===== config.mk =====
export PLATFORM = sky130hd
export DESIGN_NAME = vbd_queue
export DESIGN_NICKNAME = d
export VERILOG_FILES = /design/src/hw/rtl/vbd_pkg.sv /design/src/hw/rtl/vbd_queue.sv
export SDC_FILE = /design/constraint.sdc
export NUM_CORES = 1
export LEC_CHECK = 0
export ABC_AREA = 1
export BUFFER_PORTS_ARGS = -buffer_cell sky130_fd_sc_hd__buf_2
export CAP_MARGIN = 20
export CORE_ASPECT_RATIO = 2
export CORE_UTILIZATION = 30
export CTS_CLUSTER_DIAMETER = 80
export CTS_CLUSTER_SIZE = 8
export DETAILED_ROUTE_END_ITERATION = 10
export PLACE_DENSITY_LB_ADDON = 0.08
export SLEW_MARGIN = 25
export SYNTH_ARGS = -nofsm -noshare
export SYNTH_HDL_FRONTEND = slang
export SYNTH_SLANG_ARGS = --single-unit

===== constraint.sdc =====
create_clock -name clock -period 7.7 [get_ports clock]
set_input_delay 1.54 -clock clock [delete_from_list [all_inputs] [get_ports clock]]
set_output_delay 1.54 -clock clock [all_outputs]
set_load 0.02 [all_outputs]

===== src/hw/rtl/vbd_pkg.sv =====
// Shared types and constants for the volume box downsampler.
package vbd_pkg;

   localparam int unsigned SRC_MAX   = 64;
   localparam int unsigned RATIO_MAX = 8;
   localparam logic [27:0] Q_ONE     = 28'h100_0000;
   localparam logic [27:0] Q_MAX     = 28'(RATIO_MAX * 32'h100_0000);
   localparam int unsigned DIV_W     = 25;

   localparam logic OP_LOAD = 1'b0;
   localparam logic OP_REQ  = 1'b1;

   localparam logic [2:0] REG_SRC_W = 3'd0;
   localparam logic [2:0] REG_SRC_H = 3'd1;
   localparam logic [2:0] REG_SRC_D = 3'd2;
   localparam logic [2:0] REG_DST_W = 3'd3;
   localparam logic [2:0] REG_DST_H = 3'd4;
   localparam logic [2:0] REG_RATIO = 3'd5;

   typedef struct packed {
      logic              op;
      logic signed [15:0] sample_hu;
      logic [5:0]        src_col;
      logic [5:0]        src_row;
      logic [5:0]        src_slice;
      logic [5:0]        dst_x;
      logic [5:0]        dst_y;
      logic [5:0]        dst_z;
   } in_type;

   typedef struct packed {
      logic [15:0] voxel_value;
      logic [17:0] dst_index;
      logic        box_error;
   } out_type;

   // Effective configuration after clamping of source sizes and ratio
   typedef struct packed {
      logic [6:0]  src_w;
      logic [6:0]  src_h;
      logic [6:0]  src_d;
      logic [6:0]  dst_w;
      logic [6:0]  dst_h;
      logic [27:0] ratio;
   } cfg_type;

   // One classified job between front and back
   typedef struct packed {
      logic        is_req;
      logic        box_err;
      logic [15:0] sample;
      logic [17:0] addr;
      logic [5:0]  x0;
      logic [5:0]  y0;
      logic [5:0]  z0;
      logic [6:0]  x1;
      logic [6:0]  y1;
      logic [6:0]  z1;
      logic [17:0] idx;
      logic [9:0]  cnt;
   } job_type;

   typedef enum logic [1:0] {FS_IDLE, FS_CALC, FS_PUSH} front_state_type;
   typedef enum logic [2:0] {BS_IDLE, BS_WALK, BS_DRAIN, BS_DSET, BS_DIV, BS_OUT}
      back_state_type;

endpackage


===== src/hw/rtl/vbd_queue.sv =====
// Two-entry job queue between front and back.
module vbd_queue (
   input  logic             clock,
   input  logic             reset,
   input  logic             push,
   input  vbd_pkg::job_type push_job,
   input  logic             pop,
   output vbd_pkg::job_type head,
   output logic             full,
   output logic             empty
);

   vbd_pkg::job_type ent_ff [2];
   logic       wr_ff, rd_ff;
   logic [1:0] cnt_ff;

   assign full  = (cnt_ff == 2'd2);
   assign empty = (cnt_ff == 2'd0);
   assign head  = ent_ff[rd_ff];

   always_ff @(posedge clock) begin
      if (reset) begin
         wr_ff  <= 1'b0;
         rd_ff  <= 1'b0;
         cnt_ff <= 2'd0;
      end else begin
         if (push) wr_ff <= ~wr_ff;
         if (pop)  rd_ff <= ~rd_ff;
         cnt_ff <= cnt_ff + {1'b0, push} - {1'b0, pop};
      end
   end

   always_ff @(posedge clock) begin
      if (push) ent_ff[wr_ff] <= push_job;
   end

endmodule


* Word-level counts from Yosys, hierarchy flattened
Memory sizes are Yosys's and may differ from the RTL's. A register that Yosys moved wholly into a read port is not among the register bits.
Index checks and enable logic that the tools add are counted.
** Cells by class
- Add/sub/neg operators :: 2
- Multipliers :: 0
- Divide/modulo/power cells :: 0
- $lt $le $gt $ge :: 0
- Eq/ne operators :: 1
- Shift operators :: 0
- Muxes and demuxes :: 4
- Bitwise gates (word level) :: 2
- Reduce and logical (&&, ||, !) cells :: 1
** Operators by type and width (count)
- $mux W1 :: 4
- $add A2 B1 Y2 :: 1
- $eq A2 B2 Y1 const B :: 1
- $logic_not A2 Y1 :: 1
- $not A1 Y1 :: 2
- $sub A2 B1 Y2 :: 1
** Storage, ports and cells
- Register bits after elaboration :: 4
- Bits in latches :: 0
- RAM bits :: 206
- Memory bits (read-only) :: 0
- Input bits :: 107
- Output and inout port bits :: 105
- Memories :: 1
** Memories
- ent_ff :: words 2, bits a word 103, rd ports 1, clocked after memory_dff 1, wr ports 1, line vbd_queue.sv:13 : vbd_pkg::job_type ent_ff [2];

* Longest topological paths before layout
- Depth in word-level cells :: 3
- Mapped depth :: 9

* Worst setup path before layout
No wires, ideal clock.
- Kind :: input-to-reg
- Start point :: input push
- End point :: memory ent_ff[0][0] in the netlist's numbering (enable)
- Library setup time :: 0.569 ns
- Data arrival time :: 5.891 ns
- Data required time :: 7.131 ns
- Setup slack :: 1.240 ns
- Stages :: 2
- Path through :: inv_1 > nor2_1
** On the way
- Word-level cells in the longest chain between the ends :: 2
** RTL lines
- start: declaration :: line vbd_queue.sv:5 : input logic push,
- $mux W1 :: line vbd_queue.sv:34 : if (push) ent_ff[wr_ff] <= push_job;
- $mux W1 (not written as such) :: line vbd_queue.sv:34
- end: declaration :: line vbd_queue.sv:13
Every way passes these cells.

==> run_results.csv <==
group,metric,value,unit
run_status,status,"completed",
floorplan,num_rows,82,
clocking,cts_tree,"built",
detailed_routing,wirelength,16300,microns
floorplan,start_util,30.6,%
synthesis,synth_area,0.00767,sq mm
synthesis,synth_cell_types,14,
floorplan,dieArea,0.0263,sq mm
floorplan,die_y,228,microns
clocking,htreeDepth,1,
clocking,postCtsSetupRepairBufs,0,
synthesis,syn_avg_cell_area,21.9,sq um
clocking,cts_resized,0,
critical_path,cp-start-kind,"flop",
run,maxCapViolations,0,
timing,worst_pin_slew,0.818,ns
clocking,cts_root_buf,"clkbuf_16",
clocking,clkSlewWorstSetupHoldPaths,0.05,ns
placement,dpl_cell_area,0.00909,sq mm
synthesis,syn_nets,460,
critical_path,cp_slowest_cell,"dfxtp_4",
detailed_routing,wl_per_cell,17.3,microns
detailed_routing,drc,0,
floorplan,io_pins,212,
critical_path,cp-end-kind,"primary output",
synthesis,ys_warn_count,0,
timing,hold_viol_final,0,
clocking,cts_buffers,30,
cells_and_area,drive_gt1_share,58.9,%
critical_path,crit_buf_inv,2,
synthesis,synth.most_common_cell,"edfxtp_1",
detailed_routing,firstDrtPassIters,4,
critical_path,cp_data_arrival_time,2.65,ns
synthesis,ys_seq_area_share,81.9,%
critical_path,path_cells,"buf_4, mux2_2, buf_2",
grt,grt_max_degree,60,
power,vdd.ir_drop.worst,0.158,mV
timing,slew_headroom,45.5,%
timing,setup_viol,0,
detailed_routing,vias,4005,
worst_hold_path,hold_path_class,"reg -> reg",
synthesis,synth_edf_count,206,
critical_path,cp_max_fo,59,
synthesis,synth_common_cells,"edfxtp_1 (206), mux2_2 (103), inv_1 (8), nor2_1 (8), buf_6 (7)",
critical_path,crit_type,"reg -> out",
detailed_routing,drt_iter0_drc,153,
cells_and_area,areaGrowthSynthToFinish,29.4,%
critical_path,required,6.16,ns
synthesis,synth_top_flop_cell,"edfxtp_1",
power,power.density,283,mW/mm^2
floorplan,core_area,0.0250,sq mm
power,leakagePower,3.69,nW
detailed_routing,viasPerCell,4.27,
timing,final.setup_skew,0.0133,ns
grt,grt_usage,12.5,%
clocking,clock_latency,0.53,ns
timing,fin_crit,4.19,ns
clocking,cts_hold_buf,0,
cells_and_area,fin_area,0.00992,sq mm
synthesis,ys_async_sr_fraction,0,%
placement,gp_congestion,0.682,
synthesis,yosys.area.top_type,"edfxtp_1",
grt,grt_overflow,0,
critical_path,slowest_delay,0.87,ns
timing,max_freq,238,MHz
timing,post-route-period-util,54.5,%
grt,grt_pass1_wl,24500,microns
synthesis,yosysTopAreaCellShare,80.6,%
clocking,clock-sinks,211,
grt,antenna_found_initial,2,
synthesis,synth-seq-cells,211,
critical_path,critPathTopFamily,"flip-flops",
synthesis,syn_inst,351,
placement,portBuffers,211,
grt,grt_pass1_vias,4505,
cells_and_area,nets,696,
timing,rsz0062_at_grt,"false",
floorplan,die_w,115,microns
timing,slew_viol_final,0,
synthesis,synthTopCellsByArea,"edfxtp_1 (81%), mux2_2 (15%), dfxtp_1 (1.3%), buf_6 (1.0%), inv_1 (0.39%)",
placement,dp_hpwl,10400,microns
detailed_routing,ant_nets,0,
clocking,clockBufferDepth,3,
timing,fin_tns_setup,0,ns
area by class of cell:
type | instances | area, sq um
Antenna cell | 2 | 5.00
Clock buffer | 43 | 821
Clock inverter | 1 | 7.51
Fill cell | 2400 | 15100
Inverter | 8 | 32.5
Multi-Input combinational cell | 121 | 1260
Sequential cell | 211 | 6290
Tap cell | 336 | 420
Timing Repair Buffer | 215 | 1090
per-stage QoR:
step                utilization (%)  power (mW)  hold slack (ns)  instances  setup WS, ns
CTS                            39.6        2.86            0.537        935          3.35
global placement               36.3        1.68            0.502        891          3.93
global route                   39.6        2.92            0.577        937          3.29
detailed placement             36.3        1.68            0.518        891          3.91
floorplan                         -        1.57            0.480        351          1.24
finish                         39.6        2.81            0.539        937          3.51
layer usage:
metal	global-route usage [%]	vias up	part of all wire, %
met3	3.32	29	6.8
met1	11.7	1993	34
met4	5.88	0	2.8
met2	24.0	135	57
met5	0	-	0
li1	-	1848	-
power breakdown:
group | switching, mW | total (mW) | internal, mW
clock | 0.435 | 1.16 | 0.720
sequential | 0.0252 | 1.36 | 1.33
combinational | 0.173 | 0.292 | 0.119
logic make-up (layout without fill, tap and decap cells):
family | Yosys count | count (layout) | share of synthesized area, %
multiplexers | 103 | 103 | 15.1
XOR/XNOR | 1 | 1 | 0.114
adder cells (fa/ha/maj) | 2 | 2 | 0.326
buffers and inverters | 19 | 267 | 1.71
flip-flops | 211 | 211 | 81.9
other | 0 | 2 | 0
AND/OR/NAND/NOR | 14 | 14 | 0.717
AO/OA/AOI/OAI | 1 | 1 | 0.0652
final timing paths:
check | start | end | slack [ns] | depth (start not counted)
setup / recovery | flop | head[50] | 3.51 | 3
hold reg to reg | rd_ff$_SDFFE_PP0P_ | rd_ff$_SDFFE_PP0P_ | 0.54 | 2
setup reg to reg | wr_ff$_SDFFE_PP0P_ | ent_ff[0][21]$_DFFE_PP_ | 5.50 | 3
hold / removal | rd_ff$_SDFFE_PP0P_ | rd_ff$_SDFFE_PP0P_ | 0.54 | 2
tightest hold or removal path, cell delays in order, from the launching register on:
cell and delay, ns:
dfxtp_1 0.33, xnor2_1 0.10, nor2_1 0.08
flip-flops by register name, summed over array words and instances, names as in the netlist, named ones only:
register,cells
cnt_ff,2
ent_ff,206
rd_ff,1
wr_ff,1
placed cells by master (no fill, tap or decap), drive strengths merged:
master and count:
ha 2, nand3 1, clkinvlp 1, nand2 4
xnor2 1, nor2 8, edfxtp 206, mux2 103
inv 8, nor3 1, diode 2, clkbuf 43
buf 215, a21oi 1, dfxtp 5
Note: power is estimated with default switching activity, not from simulation.
