## src/hw/rtl/vbd_pkg.sv

```systemverilog
// Shared types and constants for the volume box downsampler.
package vbd_pkg;

   localparam int unsigned SRC_MAX   = 64;
   localparam int unsigned RATIO_MAX = 8;
   localparam logic [27:0] Q_ONE     = 28'h100_0000;
   localparam logic [27:0] Q_MAX     = 28'(RATIO_MAX * 32'h100_0000);
   localparam int unsigned DIV_W     = 25;

   localparam logic OP_LOAD = 1'b0;
   localparam logic OP_REQ  = 1'b1;

   localparam logic [2:0] REG_SRC_W = 3'd0;
   localparam logic [2:0] REG_SRC_H = 3'd1;
   localparam logic [2:0] REG_SRC_D = 3'd2;
   localparam logic [2:0] REG_DST_W = 3'd3;
   localparam logic [2:0] REG_DST_H = 3'd4;
   localparam logic [2:0] REG_RATIO = 3'd5;

   typedef struct packed {
      logic              op;
      logic signed [15:0] sample_hu;
      logic [5:0]        src_col;
      logic [5:0]        src_row;
      logic [5:0]        src_slice;
      logic [5:0]        dst_x;
      logic [5:0]        dst_y;
      logic [5:0]        dst_z;
   } in_type;

   typedef struct packed {
      logic [15:0] voxel_value;
      logic [17:0] dst_index;
      logic        box_error;
   } out_type;

   // Effective configuration after clamping of source sizes and ratio
   typedef struct packed {
      logic [6:0]  src_w;
      logic [6:0]  src_h;
      logic [6:0]  src_d;
      logic [6:0]  dst_w;
      logic [6:0]  dst_h;
      logic [27:0] ratio;
   } cfg_type;

   // One classified job between front and back
   typedef struct packed {
      logic        is_req;
      logic        box_err;
      logic [15:0] sample;
      logic [17:0] addr;
      logic [5:0]  x0;
      logic [5:0]  y0;
      logic [5:0]  z0;
      logic [6:0]  x1;
      logic [6:0]  y1;
      logic [6:0]  z1;
      logic [17:0] idx;
      logic [9:0]  cnt;
   } job_type;

   typedef enum logic [1:0] {FS_IDLE, FS_CALC, FS_PUSH} front_state_type;
   typedef enum logic [2:0] {BS_IDLE, BS_WALK, BS_DRAIN, BS_DSET, BS_DIV, BS_OUT}
      back_state_type;

endpackage

```

## src/hw/rtl/vbd_front.sv

```systemverilog
// Front end: accepts beats, computes box bounds, index and count for requests, pushes jobs.
module vbd_front (
   input  logic              clock,
   input  logic              reset,
   input  logic              start,
   output logic              busy,
   input  vbd_pkg::in_type   req_data,
   input  vbd_pkg::cfg_type  cfg,
   input  logic              q_full,
   output logic              q_push,
   output vbd_pkg::job_type  q_job
);

   vbd_pkg::front_state_type state_ff, state_in;
   vbd_pkg::in_type          item_ff;
   logic [3:0]  step_ff, step_in;
   logic [9:0]  x0_ff, x1_ff, y0_ff, y1_ff, z0_ff, z1_ff;
   logic [13:0] t_ff;
   logic [17:0] idx_ff;
   logic [6:0]  dxy_ff;
   logic [9:0]  cnt_ff;
   logic [6:0]  coord;
   logic [34:0] prod;
   logic [9:0]  bnd;
   logic [3:0]  dx, dy, dz;
   logic [20:0] idx_full;
   logic        accept, err;

   assign busy   = (state_ff != vbd_pkg::FS_IDLE);
   assign accept = start && !busy;

   // Shared bound multiplier: coordinate (or coordinate plus one) times ratio
   always_comb begin
      unique case (step_ff)
         4'd0:    coord = {1'b0, item_ff.dst_x};
         4'd1:    coord = {1'b0, item_ff.dst_x} + 7'd1;
         4'd2:    coord = {1'b0, item_ff.dst_y};
         4'd3:    coord = {1'b0, item_ff.dst_y} + 7'd1;
         4'd4:    coord = {1'b0, item_ff.dst_z};
         default: coord = {1'b0, item_ff.dst_z} + 7'd1;
      endcase
   end
   assign prod = {28'd0, coord} * {7'd0, cfg.ratio};
   assign bnd  = prod[33:24];

   assign dx = 4'(x1_ff - x0_ff);
   assign dy = 4'(y1_ff - y0_ff);
   assign dz = 4'(z1_ff - z0_ff);
   assign idx_full = {15'd0, item_ff.dst_x}
                   + ({14'd0, cfg.dst_w} * {7'd0, t_ff});
   assign err = (x1_ff > {3'd0, cfg.src_w}) || (y1_ff > {3'd0, cfg.src_h})
             || (z1_ff > {3'd0, cfg.src_d});

   // Sequencer
   always_comb begin
      state_in = state_ff;
      step_in  = step_ff;
      q_push   = 1'b0;
      unique case (state_ff)
         vbd_pkg::FS_IDLE: begin
            if (accept) begin
               step_in  = 4'd0;
               state_in = (req_data.op == vbd_pkg::OP_REQ) ? vbd_pkg::FS_CALC
                                                           : vbd_pkg::FS_PUSH;
            end
         end
         vbd_pkg::FS_CALC: begin
            step_in = step_ff + 4'd1;
            if (step_ff == 4'd9) state_in = vbd_pkg::FS_PUSH;
         end
         default: begin
            if (!q_full) begin
               q_push   = 1'b1;
               state_in = vbd_pkg::FS_IDLE;
            end
         end
      endcase
   end

   always_ff @(posedge clock) begin
      if (reset) begin
         state_ff <= vbd_pkg::FS_IDLE;
         step_ff  <= 4'd0;
      end else begin
         state_ff <= state_in;
         step_ff  <= step_in;
      end
   end

   // Datapath registers, one product per step
   always_ff @(posedge clock) begin
      if (accept) item_ff <= req_data;
      if (state_ff == vbd_pkg::FS_CALC) begin
         unique case (step_ff)
            4'd0: x0_ff <= bnd;
            4'd1: x1_ff <= bnd;
            4'd2: y0_ff <= bnd;
            4'd3: y1_ff <= bnd;
            4'd4: z0_ff <= bnd;
            4'd5: z1_ff <= bnd;
            4'd6: t_ff  <= {8'd0, item_ff.dst_y}
                         + ({7'd0, cfg.dst_h} * {8'd0, item_ff.dst_z});
            4'd7: idx_ff <= idx_full[17:0];
            4'd8: dxy_ff <= 7'({4'd0, dx} * {4'd0, dy});
            default: cnt_ff <= 10'({3'd0, dxy_ff} * {6'd0, dz});
         endcase
      end
   end

   always_comb begin
      q_job.is_req  = item_ff.op;
      q_job.box_err = err;
      q_job.sample  = item_ff.sample_hu;
      q_job.addr    = {item_ff.src_slice, item_ff.src_row, item_ff.src_col};
      q_job.x0      = x0_ff[5:0];
      q_job.y0      = y0_ff[5:0];
      q_job.z0      = z0_ff[5:0];
      q_job.x1      = x1_ff[6:0];
      q_job.y1      = y1_ff[6:0];
      q_job.z1      = z1_ff[6:0];
      q_job.idx     = idx_ff;
      q_job.cnt     = cnt_ff;
   end

endmodule

```

## config.mk

```make
export PLATFORM = sky130hd
export DESIGN_NAME = vbd_front
export DESIGN_NICKNAME = d
export VERILOG_FILES = /design/src/hw/rtl/vbd_pkg.sv /design/src/hw/rtl/vbd_front.sv
export SDC_FILE = /design/constraint.sdc
export NUM_CORES = 1
export LEC_CHECK = 0
export BUFFER_PORTS_ARGS = -buffer_cell sky130_fd_sc_hd__buf_2
export CORE_ASPECT_RATIO = 1.75
export CORE_MARGIN = 3
export CORE_UTILIZATION = 45
export CTS_CLUSTER_SIZE = 28
export DETAILED_ROUTE_END_ITERATION = 16
export HOLD_SLACK_MARGIN = 0.05
export PLACE_DENSITY = 0.61
export SYNTH_ARGS = -nofsm -noshare
export SYNTH_HDL_FRONTEND = slang
export SYNTH_SLANG_ARGS = --single-unit
```

## constraint.sdc

```tcl
create_clock -name clock -period 19.8 [get_ports clock]
set_input_delay 0.99 -clock clock [delete_from_list [all_inputs] [get_ports clock]]
set_output_delay 0.99 -clock clock [all_outputs]
set_load 0.03 [all_outputs]
```

## Yosys cells after proc, flatten, opt, wreduce, memory -nomap -nowiden

Cells that the tools add are included.

- Flip-flop bits (word level): 156
- Bits in latches: 0
- Bits in writable memories: 0
- Bits in read-only memories: 0
- Input bits: 120
- Output and inout port bits: 105
- Memories kept: 0

- $add $sub $neg: 9
- Multipliers: 5
- Div/mod/pow operators: 0
- Order comparisons: 3
- Equality and inequality tests: 13
- Shift operators: 0
- Mux-type cells: 10
- Bitwise gates (word level): 1
- Reductions and logical operators: 22

Operators with widths:

| operator | number |
|---|---|
| 7-bit case mux with 5 select lines | 1 |
| 7-bit by 28-bit multiplier with 34-bit output | 1 |
| 10-bit by 7-bit greater-than comparator with 1-bit output | 3 |
| 2-bit AND reduction | 11 |
| 6-bit by 1-bit adder with 7-bit output (second input constant) | 3 |
| 6-bit by 18-bit adder with 18-bit output | 1 |
| 7-bit by 14-bit multiplier with 18-bit output | 1 |
| 4-bit by 3-bit == test with 1-bit output (second input constant) | 4 |
| 6-bit by 13-bit adder with 14-bit output | 1 |
| 7-bit by 6-bit multiplier with 13-bit output | 1 |
| 4-bit subtractor | 3 |
| 7-bit by 4-bit multiplier with 10-bit output | 1 |
| 9-bit OR reduction | 1 |
| 4-bit by 2-bit == test with 1-bit output (second input constant) | 2 |
| 4-bit == test (second input constant) | 2 |
| 2-bit two-way mux | 4 |
| 4-bit case mux with 2 select lines | 1 |
| 4-bit by 4-bit multiplier with 7-bit output | 1 |
| 4-bit by 1-bit adder with 4-bit output (second input constant) | 1 |
| 4-bit by 1-bit == test with 1-bit output (second input constant) | 1 |
| 4-bit logical NOT | 1 |
| 4-bit two-way mux | 1 |
| 2-bit inequality test (second input constant) | 2 |
| 2-bit case mux with 2 select lines | 1 |
| 11 further kinds | 14 |

## Longest topological paths before layout

Gate-level depths: netlist (run 1).

- Word-level depth: 5
- Depth in mapped cells: 29

## Worst setup path after synthesis (run 1)

OpenSTA, ideal clock, no wires.

- Path type: flip-flop to flip-flop
- Start: register step_ff[1]
- End: register x1_ff[6] (data pin)
- Library setup time: 0.273 ns
- Data arrival time: 7.245 ns
- Data required time: 19.527 ns
- Path slack: 12.282 ns
- Stages on the path, launching flop included: 28
- Period minus slack after synthesis: 7.518 ns
- Cells stage by stage: dfxtp_1 -> inv_1 -> ha_1 -> buf_4 -> or2_1 -> buf_2 -> a21boi_1 -> or2_1 -> ha_1 -> o221a_2 -> xor2_1 -> a222oi_1 -> clkbuf_1 -> nor2b_1 -> fa_1 -> fa_1 -> fa_1 -> inv_1 -> fa_1 -> inv_1 -> ha_1 -> a21oi_1 -> or4b_2 -> a221oi_1 -> o41a_1 -> o21ai_1 -> a221oi_1 -> xnor2_1

- Cells in the longest elaborated chain, start to end: 3
- Elaborated cells between the ends (all ways): 7
- Classes of those cells: 1 x mul; 4 x eq/ne; 1 x mux; 1 x reduce/logical

Ends and longest elaborated chain:

| element | line | text |
|---|---|---|
| from (decl) | vbd_front.sv:16 | `logic [3:0] step_ff, step_in;` |
| from (signal assigned) | vbd_front.sv:86 | `step_ff <= step_in;` |
| 4-bit by 3-bit == test with 1-bit output, or another cell as far along | vbd_front.sv:34 | `unique case (step_ff)` |
| 7-bit case mux with 5 select lines (*) | vbd_front.sv:34 |  |
| 7-bit by 28-bit multiplier with 34-bit output (*) | vbd_front.sv:43 | `assign prod = {28'd0, coord} * {7'd0, cfg.ratio};` |
| via prod[30] | vbd_front.sv:23 | `logic [34:0] prod;` |
| to (signal assigned) | vbd_front.sv:96 | `4'd1: x1_ff <= bnd;` |
| to (decl) | vbd_front.sv:17 | `logic [9:0] x0_ff, x1_ff, y0_ff, y1_ff, z0_ff, z1_ff;` |

Mark *: on every way through the listed nets, which the timed path passes. The rest lies on a longest branch.
A chain may end at the register's enable or synchronous reset.

## Final worst setup path (run 1)

Same ends and word-level chain as after synthesis.

==> flow_summary_export.csv, run 1 <==
group,metric,value,unit
run_status,outcome,"finished clean",
routing,routedWlPerCell,17.30,µm
logic_synthesis,syn_inst,1718,
sta,tns,0,ns
cells_and_area,fin_nets,2401,
cts,clk_latency,0.44,ns
global_route,grt_util_all_layers,20.01,%
cells_and_area,syn2layout_area_growth,10.01,%
logic_synthesis,syn_area,17740,µm²
cts,cts_tree,"done",
routing,drc_errors,0,
floorplan,start_util,45.91,%
sta,grt_setup_unrepaired,"false",
cts,cts_root_buf,"clkbuf_16",
setup_path,cp.arrival,8.43,ns
pwr,p_leak,9.520,nW
pwr,power_density,98.78,nW/µm²
floorplan,rows,95,
global_route,antenna_found_initial,2,
cells_and_area,final_common_cell,"inv_1",
sta,whs,0.6057,ns
sta,worst_slack,11.55,ns
place,dpl.hpwl,33900,µm
routing,ant_nets,0,
setup_path,crit_required,19.98,ns
floorplan,die_area,41930,µm²
logic_synthesis,synth_edf_count,150,
global_route,gr-total-overflow,0,
setup_path,cpMostUsedCell,"fa_1",
sta,post-route-period-util,41.66,%
cts,clock_sink_count,156,
logic_synthesis,synth-main-ff-cell,"edfxtp_1",
cts,clk_pin_slew,0.07,ns
floorplan,die_h,268.6,µm
routing,vias_per_cell,5.203,
logic_synthesis,yosys_warnings,0,
place,io_buffers,224,
floorplan,coreArea,38630,µm²
pwr,power,1.928,mW
cts,clockBufferDepth,2,
routing,routed-via-count,12327,
global_route,grt_max_degree,54,
sta,setup_viol,0,
hold_path,hold_path.class,"reg2reg",
logic_synthesis,ys_seq_area_share,26.07,%
sta,slew_headroom,27.75,%
routing,drt-initial-drc-count,477,
cts,hold_buffers,0,
sta,hold_viol,0,
job,cap_violations,0,
cts,post_cts_buffers,0,
logic_synthesis,yosys.cell_types.count,63,
logic_synthesis,synth_fp_nets,2250,
logic_synthesis,ys_seq_elements,156,
place,post-place-ws,11.61,ns
cells_and_area,n_fill_cell,3567,
setup_path,setup.worst_path.start_class,"register",
cts,cts_inserted_buffers,17,
setup_path,critPathMaxFanout,28,
setup_path,critPathSlowestCell,"or4b_2",
floorplan,fp.dieW,156.1,µm
floorplan,io_pins,225,
logic_synthesis,syn_avg_cell_area,10.32,µm²
place,gp_congestion,0.8431,
setup_path,crit_type,"reg2reg",
sta,period_needed,8.249,ns
logic_synthesis,synthArstFlopShare,0,%
cts,cts_resized,0,
cells_and_area,drive_above_1_share,15.04,%
pwr,ir_drop,0.06634,mV
setup_path,max_stage_delay,0.63,ns
global_route,grt_pass1_vias,13404,
sta,finalMaxSlewViolations,0,
sta,skew,0.01044,ns
cts,htreeDepth,4,
setup_path,cp-end-kind,"register",
sta,max_freq,0.1212,GHz
routing,first_pass_iters,5,
routing,routed_wl,40990,µm
cells_and_area,mostFrequentLayoutCells,"inv_1, fa_1, buf_2",
sta,worst_pin_slew,1.084,ns
global_route,grt_pass1_wl,66480,µm
-- registers in the layout (all words and copies together), names as in the netlist --
name / flops
z0_ff: 6
x0_ff: 6
q_job: 35
step_ff: 4
y0_ff: 6
z1_ff: 10
state_ff: 2
item_ff: 18
x1_ff: 10
idx_ff: 18
cnt_ff: 10
t_ff: 14
dxy_ff: 7
y1_ff: 10
-- worst paths after layout --
path,cells past startpoint,slack [ns],start,to
hold reg to reg,2,0.61,step_ff[1],step_ff[1]
setup / recovery,26,11.55,step_ff[1],x1_ff[6]
hold / removal,2,0.61,step_ff[1],step_ff[1]
setup reg to reg,26,11.55,step_ff[1],x1_ff[6]
-- cells in the mapped netlist, types with 30 or more instances --
| cell type | count | share of area [%] |
|---|---|---|
| a21oi_1 | 42 | 1.2 |
| and2_1 | 147 | 5.2 |
| buf_4 | 60 | 2.5 |
| clkbuf_1 | 30 | 0.63 |
| edfxtp_1 | 150 | 25 |
| fa_1 | 231 | 26 |
| ha_1 | 181 | 13 |
| inv_1 | 281 | 5.9 |
| nand2_1 | 148 | 3.1 |
| nor2_1 | 55 | 1.2 |
| nor2b_1 | 66 | 2.3 |
| xnor2_1 | 54 | 2.7 |
-- per-layer routing --
| metal | GRT usage [%] | routed length [µm] | vias up |
|---|---|---|---|
| met5 | 0 | 0 | - |
| met3 | 2.441 | 1110 | 96 |
| li1 | - | - | 5784 |
| met2 | 39.21 | 23370 | 254 |
| met4 | 8.505 | 1455 | 0 |
| met1 | 21.16 | 15060 | 6193 |
-- cell families (layout without fill, tap and decap cells) --
family          Yosys count  count (layout)  share of synthesized area [%]
xor+xnor                 68              68                          3.358
compound gates          169             169                          6.483
simple gates            531             531                          15.77
flops                   156             156                          26.07
other cells               0               2                              0
buf+inv                 380             544                          9.361
mux                       2               2                         0.1129
fa+ha+maj               412             412                          38.84
-- final cells by class --
class                           instances  area (µm²)  share of cell area [%]
Timing Repair Buffer                  230        1166                   5.976
Sequential cell                       156        4624                   23.70
Multi-Input combinational cell       1182       11460                   58.73
Clock inverter                         15       166.4                  0.8528
Inverter                              282        1059                   5.425
Clock buffer                           17       425.4                   2.180
Antenna cell                            2       5.005                 0.02565
Tap cell                              485       606.8                   3.110
-- metrics by stage --
stage               cell area, µm²  cells  utilization [%]
floorplan                    17740   1718                -
CTS                          19510   2367            50.50
global placement             18920   2335            48.97
global route                 19510   2368            50.50
detailed placement           18920   2335            48.97
finish                       19510   2369            50.51
-- critical path: cells and delay by family, from the launching register on --
| kind | cells | cell delay (ns) |
|---|---|---|
| adders and majority gates | 7 | 2.96 |
| AOI/OAI and AO/OA | 8 | 2.39 |
| and+or+nand+nor | 5 | 1.39 |
| xor gates and xnor gates | 2 | 0.26 |
| DFF | 1 | 0.40 |
| buffers and inverters | 4 | 0.57 |
-- where the power goes --
part	switching (mW)	internal, mW
registers	0.0111	0.484
clock network	0.157	0.170
logic	0.653	0.453
total	0.821	1.11
Power figures use the tool's default switching activity.
==> run 2, diff against run 1 <==
--- a/config.mk
+++ b/config.mk
@@ -12,7 +12,7 @@
 export CTS_CLUSTER_SIZE = 28
 export DETAILED_ROUTE_END_ITERATION = 16
 export HOLD_SLACK_MARGIN = 0.05
-export PLACE_DENSITY = 0.61
+export PLACE_DENSITY = 0.63
 export SYNTH_ARGS = -nofsm -noshare
 export SYNTH_HDL_FRONTEND = slang
 export SYNTH_SLANG_ARGS = --single-unit
==> constraint.sdc (replaced) <==
create_clock -name clock -period 7 [get_ports clock]
set_input_delay 0.35 -clock clock [delete_from_list [all_inputs] [get_ports clock]]
set_output_delay 0.35 -clock clock [all_outputs]
set_load 0.03 [all_outputs]
==> run 2 against run 1 <==
- sequential share of layout area is 0.97 points lower
- die area stayed put
- maximum frequency is 21% higher
==> flow_summary_export.csv, run 2 (synthesis results as in run 1) <==
group,metric,value,unit
cells_and_area,final_common_cell,"inv_1",
pwr,pwr-share-seq,23.5,%
place,place_inst,2358,
cts,clock_sink_count,156,
sta,period_needed,6.830,ns
global_route,grt_max_degree,55,
global_route,antenna_found_initial,5,
floorplan,start_util,45.91,%
cts,clk_pin_slew,0.07,ns
cells_and_area,largest_reg_flops,35,
cts,htreeDepth,4,
routing,drt-initial-drc-count,499,
place,dpl.hpwl,34890,µm
routing,routedWlPerCell,17.33,µm
cells_and_area,ff_latch_area,4632,µm²
cells_and_area,utilization,52.75,%
sta,max_freq,0.1464,GHz
global_route,gr-total-overflow,0,
sta,finalMaxSlewViolations,0,
cells_and_area,drive_above_1_share,19.48,%
routing,routed-via-count,12550,
pwr,p_leak,9.858,nW
sta,hold_viol,0,
cells_and_area,multi_input_area,11790,µm²
pwr,power_density,291.4,nW/µm²
cells_and_area,mostFrequentLayoutCells,"inv_1, fa_1, buf_2",
routing,routed_wl,42030,µm
setup_path,setup.worst_path.start_class,"register",
place,post-place-ws,-0.1152,ns
cts,clockBufferDepth,2,
sta,worst_pin_slew,1.111,ns
floorplan,fp.dieW,156.1,µm
cells_and_area,n_fill_cell,3422,
cells_and_area,fin_nets,2454,
pwr,power.internal,3.491,mW
setup_path,max_stage_delay,0.55,ns
cts,cts_inserted_buffers,17,
cts,cts_root_buf,"clkbuf_16",
run_status,outcome,"finished clean",
cts,clk_latency,0.45,ns
setup_path,crit_required,7.16,ns
sta,grt_setup_unrepaired,"true",
setup_path,critPathSlowestCell,"fa_1",
setup_path,critPathBufInv,5,
place,placed_cell_area,19220,µm²
pwr,p_clk_share,16.3,%
global_route,grt_pass1_vias,13969,
sta,post-route-period-util,97.57,%
global_route,grt_util_all_layers,20.53,%
setup_path,crit_type,"reg2reg",
sta,whs,0.08349,ns
hold_path,hold_path.class,"in2reg",
pwr,p_sw,2.447,mW
setup_path,cp-end-kind,"register",
pwr,power,5.939,mW
routing,vias_per_cell,5.175,
sta,worst_slack,0.1701,ns
pwr,power.share.switching,41.21,%
cells_and_area,stdcell_count,2425,
global_route,grt_pass1_wl,68570,µm
setup_path,critPathMaxFanout,7,
sta,tns,0,ns
place,gp_congestion,0.8846,
routing,first_pass_iters,5,
sta,setup_viol,0,
floorplan,rows,95,
floorplan,coreArea,38630,µm²
pwr,combPwrFrac,60.2,%
sta,slew_headroom,25.76,%
sta,skew,0.01379,ns
routing,drc_errors,0,
routing,ant_nets,0,
pwr,ir_drop,0.1941,mV
cells_and_area,syn2layout_area_growth,14.89,%
place,io_buffers,224,
floorplan,die_h,268.6,µm
setup_path,cpMostUsedCell,"fa_1",
job,cap_violations,0,
cells_and_area,finalInstanceArea,20380,µm²
floorplan,die_area,41930,µm²
cts,cts_tree,"done",
setup_path,cp.arrival,6.99,ns
setup_path,cpLargestDelayFamily,"adder cells",
floorplan,io_pins,225,
## run 2: cell types whose count changed in the layout (fill, tap and decap cells not counted), moves of 6 or more
cell           delta
ha_1             -14
inv_1             -7
dlygate4sd3_1    +11
buf_4            +34
ha_4             +12
inv_2             +6
## run 2: final timing paths
kind / endpoint / cells after the start / from / slack [ns]
setup / recovery: z1_ff[9] / 27 / step_ff[1] / 0.17
hold / removal: item_ff[2] / 1 / req_data[2] / 0.08
setup reg to reg: z1_ff[9] / 27 / step_ff[1] / 0.17
hold reg to reg: step_ff[1] / 2 / step_ff[1] / 0.58
## run 2: final cells by class
type	instances	share of cell area, %
tap	485	2.978
antenna	5	0.06140
timing repair buffer	283	8.215
clock buffer	18	2.106
clock inverter	14	0.8473
inverter	282	5.207
sequential	156	22.73
multi-input combinational	1182	57.86
## run 2: routing by layer
layer  wire (µm)  vias to the layer above  global-route usage, %
met2       24100                      235                  40.63
met1       15430                     6323                  21.65
met4        1307                        2                  7.979
li1            -                     5907                      -
met5           7                        -                      0
met3        1184                       83                  2.569
## run 2: repair_timing
item / 4_1_cts / 5_1_grt
hold endpoints to repair: 11 / 0
hold buffers: 11 / 0
buffers inserted: 4 / 13
cloned: 1 / 1
gates resized for setup: 9 / 49
pin swaps: 6 / 38
setup endpoints to repair: 33 / 48
## run 2: power by group through the flow
stage | clock (mW) | combinational [mW] | sequential [mW]
2_1_floorplan | 0 | 2.45 | 1.43
3_3_place_gp | 0 | 3.20 | 1.41
3_5_place_dp | 0 | 3.30 | 1.42
4_1_cts | 0.998 | 3.34 | 1.40
5_1_grt | 1.03 | 4.07 | 1.40
6_report | 0.967 | 3.58 | 1.40
==> run 3, diff against run 2 <==
--- a/config.mk
+++ b/config.mk
@@ -13,6 +13,7 @@
 export DETAILED_ROUTE_END_ITERATION = 16
 export HOLD_SLACK_MARGIN = 0.05
 export PLACE_DENSITY = 0.63
+export RECOVER_POWER = 100
 export SYNTH_ARGS = -nofsm -noshare
 export SYNTH_HDL_FRONTEND = slang
 export SYNTH_SLANG_ARGS = --single-unit
==> run 3 against run 2 <==
- the run now ends with max-capacitance violations, max-slew violations left
- register-to-register slack about the same
- via count grew 0.38%
- setup slack is essentially flat
- cell count unchanged
- critical path type unchanged
- largest cell class unchanged
==> flow_summary_export.csv, run 3 (synthesis results as in run 1) <==
group,metric,value,unit
floorplan,die_area,41930,µm²
routing,routedWlPerCell,17.36,µm
sta,skew,0.01350,ns
run_status,violations,"max-capacitance violations, max-slew violations",
place,post-place-ws,-0.1152,ns
cts,clk_latency,0.44,ns
routing,drt-initial-drc-count,452,
routing,ant_nets,0,
pwr,power.internal,3.484,mW
setup_path,cp-end-kind,"register",
sta,whs,0.08455,ns
sta,post-route-period-util,97.56,%
routing,drc_errors,0,
sta,setup_viol,0,
routing,routed-via-count,12598,
setup_path,crit_required,7.16,ns
pwr,pwr-share-seq,23.6,%
cts,clockBufferDepth,2,
cells_and_area,mostFrequentLayoutCells,"inv_1, fa_1, ha_1",
floorplan,io_pins,225,
global_route,grt_pass1_vias,13969,
cts,cts_tree,"done",
cts,htreeDepth,4,
pwr,ir_drop,0.1982,mV
floorplan,start_util,45.91,%
pwr,power.share.switching,41.32,%
floorplan,rows,95,
global_route,grt_pass1_wl,68570,µm
hold_path,hold_path.class,"in2reg",
global_route,gr-total-overflow,0,
place,io_buffers,224,
sta,worst_slack,0.1706,ns
setup_path,crit_start,"step_ff[1]",
global_route,grt_max_degree,55,
routing,first_pass_iters,4,
pwr,p_leak,9.516,nW
pwr,power_density,293.6,nW/µm²
setup_path,cp.arrival,6.99,ns
cts,cts_root_buf,"clkbuf_16",
setup_path,critPathMaxFanout,7,
setup_path,setup.worst_path.start_class,"register",
job,cap_violations,1,
place,dpl.hpwl,34890,µm
cells_and_area,final_common_cell,"inv_1",
floorplan,fp.dieW,156.1,µm
cells_and_area,largest_reg_flops,35,
sta,period_needed,6.829,ns
sta,finalMaxSlewViolations,55,
floorplan,die_h,268.6,µm
place,gp_congestion,0.8846,
cells_and_area,syn2layout_area_growth,14.00,%
hold_path,min_from,"req_data[50]",
global_route,grt_util_all_layers,20.53,%
cts,clock_sink_count,156,
routing,routed_wl,42090,µm
cells_and_area,drive_above_1_share,13.23,%
cts,clk_pin_slew,0.07,ns
global_route,antenna_found_initial,5,
pwr,p_sw,2.453,mW
floorplan,coreArea,38630,µm²
sta,hold_viol,0,
cts,cts_inserted_buffers,17,
pwr,p_clk_share,16.2,%
pwr,combPwrFrac,60.2,%
cells_and_area,fin_nets,2454,
sta,grt_setup_unrepaired,"true",
sta,worst_pin_slew,3.073,ns
setup_path,r2r_start,"step_ff[1]",
sta,max_freq,0.1464,GHz
setup_path,crit_type,"reg2reg",
routing,vias_per_cell,5.195,
run_status,outcome,"finished, violations left",
sta,slew_headroom,-104.9,%
## run 3: cell types whose count changed in the layout (fill, tap and decap cells not counted)
cell	change
and2_0	+5
and2_1	-5
buf_2	-118
buf_4	-3
clkbuf_1	+121
## run 3: per-layer routing
| metal | GRT usage (%) | share of wire [%] | wire, µm | vias up |
|---|---|---|---|---|
| met3 | 2.569 | 3.2 | 1346 | 80 |
| met4 | 7.979 | 3.1 | 1311 | 2 |
| li1 | - | - | - | 5905 |
| met2 | 40.63 | 57 | 24100 | 241 |
| met5 | 0 | 0.017 | 7 | - |
| met1 | 21.65 | 36 | 15330 | 6370 |
## run 3: critical path, stage by stage, from the launching register on
cell and delay (ns):
dfxtp_4 0.39, inv_4 0.04, ha_4 0.15, or2_4 0.27, a21boi_2 0.21, or2_4 0.18, nand3_4 0.07, nand3b_1 0.19
xnor2_1 0.13, a222oi_1 0.30, buf_4 0.19, buf_8 0.14, nor2b_1 0.07, fa_1 0.53, fa_1 0.45, fa_1 0.55
inv_2 0.05, fa_1 0.52, inv_1 0.06, ha_4 0.22, nand3_2 0.08, o22ai_1 0.08, or4b_4 0.54, a221oi_2 0.24
o41a_1 0.30, o31a_1 0.23, mux2i_1 0.20, nand4_1 0.15
## run 3: final timing paths
path                 to  slack [ns]  depth (start not counted)
max reg2reg    z1_ff[9]        0.17                         27
max            z1_ff[9]        0.17                         27
min reg2reg  step_ff[1]        0.57                          2
min           q_job[99]        0.08                          1
## run 3: power groups by stage
stage          combinational (mW)  clock [mW]  sequential [mW]
3_3_place_gp                 3.20           0             1.41
6_report                     3.57       0.964             1.40
3_5_place_dp                 3.30           0             1.42
2_1_floorplan                2.45           0             1.43
5_1_grt                      4.06        1.03             1.40
4_1_cts                      3.34       0.998             1.40
## run 3: per-stage QoR
step	TNS [ns]	area (µm²)	power (mW)	utilization [%]	std cells
floorplan	-0.06449	17860	3.881	-	1718
CTS	0	19990	5.738	51.75	2406
global route	-1.604	20210	6.489	52.33	2423
finish	0	20220	5.937	52.34	2425
detailed placement	-1.745	19220	4.712	49.76	2358
global placement	0	19220	4.614	49.76	2358
## run 3: cell type report
type                    count  area, µm²
diodes                      5      12.51
clock buffers              18      429.2
clock inverters            14      172.7
fillers                  3502      18410
inverters                 282       1061
multi-input cells        1182      11790
flip-flops and latches    156       4632
well taps                 485      606.8
repair buffers            283       1515
## run 3: repair_timing
item,4_1_cts,5_1_grt
setup buffers,4,13
setup endpoints to repair,33,48
endpoints found under the hold margin,11,0
pin swaps,6,38
hold buffers,11,0
gates resized for setup,9,49
gates cloned,1,1
